### src/rtl/core/deq_pkg.sv
// ----------------------------------------------------------------------------
// deq_pkg
// shared constants, action codes and cell control type for the deque
// ----------------------------------------------------------------------------
package deq_pkg;

  localparam int CAPACITY   = 256;
  localparam int WORD_WIDTH = 32;

  // stored word width, limited by the 32-bit value field
  localparam int STORE_W  = (WORD_WIDTH < 32) ? WORD_WIDTH : 32;
  localparam int CNT_W    = $clog2(CAPACITY + 1);
  localparam int TREE_LVL = $clog2(CAPACITY);
  localparam int TREE_NP  = 1 << TREE_LVL;
  localparam int SETTLE_W = $clog2(TREE_LVL + 1);

  localparam int ACTION_W  = 3;
  localparam int VALUE_W   = 32;
  localparam int OCC_W     = 9;
  localparam int IN_DATA_W  = 40;
  localparam int OUT_DATA_W = 80;

  typedef enum logic [ACTION_W-1:0] {
    ACT_PUSH_FRONT = 3'd0,
    ACT_PUSH_BACK  = 3'd1,
    ACT_POP_FRONT  = 3'd2,
    ACT_POP_BACK   = 3'd3,
    ACT_CLEAR      = 3'd4,
    ACT_QUERY      = 3'd5
  } deq_action_t;

  typedef struct packed {
    logic push_front;
    logic push_back;
    logic pop_front;
    logic pop_back;
    logic clear;
  } deq_op_t;

endpackage

### src/rtl/core/deq_cell.sv
// ----------------------------------------------------------------------------
// deq_cell
// one word slot of the deque chain, shifting with its neighbours
// ----------------------------------------------------------------------------
module deq_cell
  import deq_pkg::*;
(
  input  logic               clk,
  input  logic               rst_n,
  input  deq_op_t            op,
  input  logic [STORE_W-1:0] push_word,
  input  logic [STORE_W-1:0] left_word,
  input  logic               left_valid,
  input  logic [STORE_W-1:0] right_word,
  input  logic               right_valid,
  output logic [STORE_W-1:0] cell_word,
  output logic               cell_valid
);

  logic [STORE_W-1:0] word_r, word_nxt;
  logic               valid_r, valid_nxt;

  always_comb begin
    word_nxt  = word_r;
    valid_nxt = valid_r;
    if (op.clear) begin
      valid_nxt = 1'b0;
    end else if (op.push_front) begin
      word_nxt  = left_word;
      valid_nxt = left_valid;
    end else if (op.pop_front) begin
      word_nxt  = right_word;
      valid_nxt = right_valid;
    end else if (op.push_back && !valid_r && left_valid) begin
      word_nxt  = push_word;
      valid_nxt = 1'b1;
    end else if (op.pop_back && valid_r && !right_valid) begin
      valid_nxt = 1'b0;
    end
  end

  always_ff @(posedge clk) begin
    if (!rst_n) begin
      valid_r <= 1'b0;
    end else begin
      valid_r <= valid_nxt;
    end
  end

  always_ff @(posedge clk) begin
    word_r <= word_nxt;
  end

  assign cell_word  = word_r;
  assign cell_valid = valid_r;

endmodule

### config.mk
export PLATFORM = sky130hd
export DESIGN_NAME = deq_cell
export DESIGN_NICKNAME = d
export VERILOG_FILES = /design/src/rtl/core/deq_pkg.sv /design/src/rtl/core/deq_cell.sv
export SDC_FILE = /design/constraint.sdc
export NUM_CORES = 1
export LEC_CHECK = 0
export BUFFER_PORTS_ARGS = -buffer_cell sky130_fd_sc_hd__buf_4
export CAP_MARGIN = 20
export CORE_MARGIN = 1
export CORE_UTILIZATION = 31
export CTS_BUF_LIST = sky130_fd_sc_hd__clkbuf_8
export DETAILED_ROUTE_END_ITERATION = 16
export PLACE_DENSITY = 0.62
export SETUP_SLACK_MARGIN = 0.5
export SLEW_MARGIN = 10
export SYNTH_ARGS = -nofsm -noshare
export SYNTH_HDL_FRONTEND = slang
export SYNTH_SLANG_ARGS = --single-unit
### constraint.sdc
create_clock -name clk -period 2.45 [get_ports clk]
set_input_delay 0.1225 -clock clk [delete_from_list [all_inputs] [get_ports clk]]
set_output_delay 0.1225 -clock clk [all_outputs]
set_load 0.1 [all_outputs]
==> out/qor.yml, run 1 <==
clock_network:
  ctsHoldBuffers: 0
  cts.sinks: 33
  cts_resized: 0
  cts.htree.levels: 2
  clk_latency_ns: 0.28
  numCtsBuffers: 5
  clockBufferDepth: 2
  cts_tree: "built"
  cts-root-buf: "clkbuf_8"
  post-cts-setup-buffer-count: 0
  cts.clk_slew.worst_paths_ns: 0.06
floorplanning:
  die_height_um: 76.82
  core_mm2: 0.005238
  std_cell_rows: 26
  fp.dieW_um: 76.82
  initial_utilization_pct: 33.13
  io_pins: 138
  die_area_mm2: 0.005901
yosys:
  syn_nets: 254
  synth.largest_area_cell: "edfxtp_1"
  netlist_area_mm2: 0.001735
  yosysWarnings: 0
  synth_cell_types: 13
  synth.area.top_cells: "edfxtp_1, mux2i_1, o21ai_0, nand2_1, buf_8"
  yosysTopAreaCellShare_pct: 55.37
  synth_edf_count: 32
  synthTopCellsByCount: "mux2i_1, o21ai_0, edfxtp_1, nand2_1, buf_2"
  synth-seq-area-share_pct: 56.52
  async_flop_share_pct: 0
  ys_ff_latch: 33
  netlist_instances: 149
  synthFlopType: "edfxtp_1"
  postSynthAreaPerCell_um2: 11.65
layout:
  fin_util_pct: 54.61
  drive_gt1_share_pct: 52.11
  num-fill-cells: 484
  multi_input_area_um2: 659.4
  area_delta_synth_final_pct: 64.82
  seq_area_um2: 982.2
  nets: 389
  antennaDiodeCount: 0
placement:
  port_buffers: 137
  dp_hpwl_um: 3423
  gp_congestion: 0.7611
timing:
  fin_crit_sh_pct: 66.38
  fin_skew_ns: 0.003569
  tns_ns: 0
  timing.final.hold_violations: 0
  rsz0062_at_grt: "false"
  slew_headroom_pct: 39.51
  period_needed_ns: 1.626
  tightest_slew_ns: 0.9051
  clock.fmax_mhz: 614.9
  setup_violations: 0
  slew_viol_final: 0
worst_setup_path:
  crit_buf_inv: 1
  crit_fanout: 32
  worst_ep_arrival_time_ns: 1.53
  crit_chain: "inv_1 -> a311oi_1 -> nor2_4"
  crit_type: "register to register"
  cp_slowest_cell: "nor2_4"
  cp.required_ns: 2.35
  cp-end-kind: "register"
  critPathMaxStageDelay_ns: 0.72
  cp_top_family: "simple AND/OR/NAND/NOR gates"
  start_kind: "register"
global_route:
  grt_pass1_vias: 1560
  overflow: 0
  antenna_found_initial: 0
  grtUsageTotal_pct: 15.68
  grt_pass1_wl_um: 7176
  grt_start_max_net_pins: 66
pwr:
  vdd_ir_drop_max_mv: 0.2252
  power_density_mw_per_mm2: 569.7
  p_leak_nw: 1.361
  p_total_mw: 1.630
  p_int_mw: 1.053
  seq_power_share_pct: 41.9
  p_comb_share_pct: 35.6
  sw_frac_of_total_pct: 35.35
  p_sw_mw: 0.5761
  clkPwrFrac_pct: 22.6
routing:
  firstDrtPassIters: 4
  wire_per_inst_um: 12.84
  wl_met1_um: 1662
  num_vias: 1599
  met2_length_um: 2417
  wl_um: 4547
  dr_wl_met3_um: 403
  drc: 0
  routed_via_density: 4.517
  highest_layer: "met4"
  drt_iter0_markers: 77
  final_antenna_net_count: 0
outcome:
  status: "completed"
worst_hold_path:
  min-delay-path-class: "primary input to register"
flow_run:
  drv_cap: 0
-- layout make-up --
cell class              count  area share (%)
inverters                   3          0.3937
flip-flops and latches     33           34.34
clock buffers               5           2.406
repair buffers            139           36.48
clock inverters             2          0.2625
multi-input cells         102           23.05
well taps                  70           3.062
-- metal layers --
metal  track usage [%]  up-vias
met5                 0        -
met2             28.93       75
met4             6.538        0
li1                  -      807
met1             16.07      710
met3             5.119        7
-- worst register-to-register path, cell delays in order, from the launching register on --
cell and delay [ns]:
dfxtp_2 0.32, inv_1 0.05, a311oi_1 0.15, nor2_4 0.73
-- final timing paths --
kind	startpoint	end	slack [ns]	depth (start not counted)
max	cell_valid$_SDFFE_PP0P_	cell_word[24]$_DFFE_PP_	0.82	3
min reg2reg	cell_valid$_SDFFE_PP0P_	cell_valid$_SDFFE_PP0P_	0.52	2
max reg2reg	cell_valid$_SDFFE_PP0P_	cell_word[24]$_DFFE_PP_	0.82	3
min	op[0]	cell_valid$_SDFFE_PP0P_	0.04	2
-- placed cells by master (no fill, tap or decap) --
master     Yosys  final
dfxtp_2        0      1
nand2_1       32     32
o21ai_0       33     33
a311oi_1       1      1
clkbuf_8       0      5
a2111oi_2      1      1
edfxtp_1      32     32
inv_1          3      4
nor2_4         0      1
clkinv_1       0      1
buf_4          0    139
nand2b_2       1      1
mux2i_1       33     33
-- state kept, by name (all words and copies together) (netlist names) --
| name | count |
|---|---|
| cell_word | 32 |
| cell_valid | 1 |
-- cell families after synthesis --
kind of cell           share of synthesized area (%)
muxes                                          19.03
and+or+nand+nor                                7.643
buffers and inverters                          5.912
AOI/OAI and AO/OA                              10.89
DFF                                            56.52
-- metrics by stage --
stage               instances  setup slack [ns]  hold WS (ns)  cell area (um^2)
floorplan                 149            0.6976        0.1907              1744
global placement          347            0.8255        0.3204              2784
detailed placement        347            0.8057        0.3235              2784
CTS                       354            0.7991       0.02810              2860
global route              354            0.7221       0.02837              2860
finish                    354            0.8237       0.03670              2860
-- power by group through the flow --
stage | Sequential (mW) | Clock (mW) | Combinational, mW
after detailed placement | 0.695 | 0 | 0.585
after global routing | 0.686 | 0.399 | 0.610
after CTS | 0.683 | 0.379 | 0.586
after floorplan | 0.975 | 0 | 0.106
after global placement | 0.693 | 0 | 0.580
final | 0.683 | 0.368 | 0.579
Power figures use the tool's default switching activity.
==> run 2, diff against run 1 <==
==> constraint.sdc (replaced) <==
create_clock -name clk -period 1.6 [get_ports clk]
set_input_delay 0.08 -clock clk [delete_from_list [all_inputs] [get_ports clk]]
set_output_delay 0.08 -clock clk [all_outputs]
set_load 0.1 [all_outputs]
==> out/qor.yml, run 2 (synthesis results as in run 1) <==
layout:
  antennaDiodeCount: 0  # unchanged
  largest_reg_flops: 32  # unchanged
  layout_common_cells: "buf_4, mux2i_1, nand2_1, o21ai_0, edfxtp_1"
  final_common_cell: "buf_4"
  fin_area_mm2: 0.003004  # +5.0%
  drive_gt1_share_pct: 54.95  # +2.8 points
  nets: 397  # +2.1%
  area_delta_synth_final_pct: 73.11
worst_hold_path:
  min_from: "op[0]"
  min-delay-path-class: "primary input to register"
flow_run:
  drv_cap: 0  # unchanged
routing:
  num_vias: 1605  # +0.38%
  firstDrtPassIters: 4  # unchanged
  routed_via_density: 4.421  # -2.1%
  drc: 0  # unchanged
  wire_per_inst_um: 12.88  # +0.24%
  drt_iter0_markers: 29  # -62%
  final_antenna_net_count: 0  # unchanged
  wl_um: 4674  # +2.8%
pwr:
  sw_frac_of_total_pct: 35.92  # +0.56 points
  power_density_mw_per_mm2: 858.1  # +51%
  seq_power_share_pct: 40.5  # -1.4 points
  clkPwrFrac_pct: 23.5  # +0.9 points
  p_leak_nw: 1.416  # +4.0%
  vdd_ir_drop_max_mv: 0.3879  # +72%
  p_comb_share_pct: 36.1  # +0.5 points
  p_int_mw: 1.652  # +57%
  p_sw_mw: 0.9259  # +61%
clock_network:
  cts.clk_slew.worst_paths_ns: 0.07  # about the same
  cts_tree: "built"
  cts.sinks: 33  # unchanged
  cts-root-buf: "clkbuf_8"
  clk_latency_ns: 0.28  # about the same
  clockBufferDepth: 2  # unchanged
  cts.htree.levels: 2  # unchanged
  numCtsBuffers: 5  # unchanged
  ctsHoldBuffers: 0  # unchanged
floorplanning:
  core_mm2: 0.005238  # unchanged
  fp.dieW_um: 76.82  # unchanged
  initial_utilization_pct: 33.13  # unchanged
  die_height_um: 76.82  # unchanged
  die_area_mm2: 0.005901  # unchanged
  io_pins: 138  # unchanged
  std_cell_rows: 26  # unchanged
timing:
  rsz0062_at_grt: "true"
  tns_ns: 0  # unchanged
  period_needed_ns: 1.205  # -0.4212 ns
  setup_violations: 0  # unchanged
  fin_crit_sh_pct: 75.32  # +8.9 points
  tightest_slew_ns: 0.5354  # -0.3698 ns
  slew_headroom_pct: 64.31  # +25 points
  fin_ws_ns: 0.3949  # -0.4288 ns
  fin_skew_ns: 0.001656  # -0.001913 ns
  clock.fmax_mhz: 829.8  # +35%
  timing.final.hold_violations: 0  # unchanged
  slew_viol_final: 0  # unchanged
placement:
  dp_hpwl_um: 3485  # +1.8%
  gp_congestion: 0.7231  # -5.0%
  post-place-ws_ns: -0.03052  # -0.8362 ns
  port_buffers: 137  # unchanged
  place_area_mm2: 0.002811  # +0.99%
global_route:
  grt_pass1_vias: 1599  # +2.5%
  overflow: 0  # unchanged
  grt_pass1_wl_um: 7189  # +0.18%
  grtUsageTotal_pct: 15.95  # +0.27 points
  antenna_found_initial: 0  # unchanged
  grt_start_max_net_pins: 66  # unchanged
worst_setup_path:
  start_kind: "register"
  critPathMaxStageDelay_ns: 0.36  # -0.36 ns
  cp_slowest_cell: "dfxtp_4"
  r2r-start: "cell_valid$_SDFFE_PP0P_"
  cp-startpoint: "cell_valid$_SDFFE_PP0P_"
  cp.required_ns: 1.65  # -0.70 ns
  cp-end-kind: "register"
  crit_chain: "inv_4 -> a311oi_4 -> buf_4 -> nor2_4 -> buf_6"
  crit_type: "register to register"
  crit_fanout: 8  # -75%
  worst_ep_arrival_time_ns: 1.25  # -0.28 ns
outcome:
  status: "completed"
run 2: worst paths after layout:
kind | cells after the start | endpoint | slack [ns]
min reg2reg | 3 | cell_valid$_SDFFE_PP0P_ | 0.73
min | 2 | cell_valid$_SDFFE_PP0P_ | 0.03
max reg2reg | 5 | cell_word[2]$_DFFE_PP_ | 0.39
max | 5 | cell_word[2]$_DFFE_PP_ | 0.39
run 2: timing repair:
item	CTS	global route
gates cloned	1	0
endpoints found under the setup margin	32	36
pin swaps	3	3
buffers inserted	6	0
gates resized for setup	3	6
run 2: stage by stage:
step	hold WS (ns)	util (%)	total power, mW	instances
2_1_floorplan	0.1464	-	1.657	149
3_3_place_gp	0.2782	53.68	1.960	348
3_5_place_dp	0.2766	53.68	1.965	348
4_1_cts	0.01402	56.78	2.599	363
5_1_grt	0.01922	57.36	2.689	363
6_report	0.02850	57.36	2.578	363
run 2: per-layer routing:
metal	track usage [%]	wire length (um)	vias to the layer above
met1	17.17	1811	682
met3	8.095	565	6
li1	-	-	826
met5	0	0	-
met4	6.154	78	0
met2	26.52	2217	91
run 2: cell type report:
| type | instances | area, um^2 |
|---|---|---|
| clock inverter | 3 | 17.52 |
| tap | 70 | 87.58 |
| sequential | 33 | 984.7 |
| multi-input combinational | 103 | 700.7 |
| clock buffer | 5 | 68.82 |
| inverter | 3 | 13.76 |
| timing repair buffer | 146 | 1131 |
| fill | 483 | 2233 |
run 2: worst max-delay path, delay by kind of cell (launching register included):
family,cells,cell delay [ns]
buffers and inverters,3,0.34
AND/OR/NAND/NOR,1,0.04
flip-flops,1,0.36
AO/OA/AOI/OAI,1,0.23
run 2: power groups by stage:
stage,Combinational (mW),Sequential (mW),Clock [mW]
3_3_place_gp,0.899,1.06,0
6_report,0.930,1.04,0.605
4_1_cts,0.930,1.04,0.626
3_5_place_dp,0.902,1.06,0
5_1_grt,0.978,1.05,0.661
2_1_floorplan,0.166,1.49,0
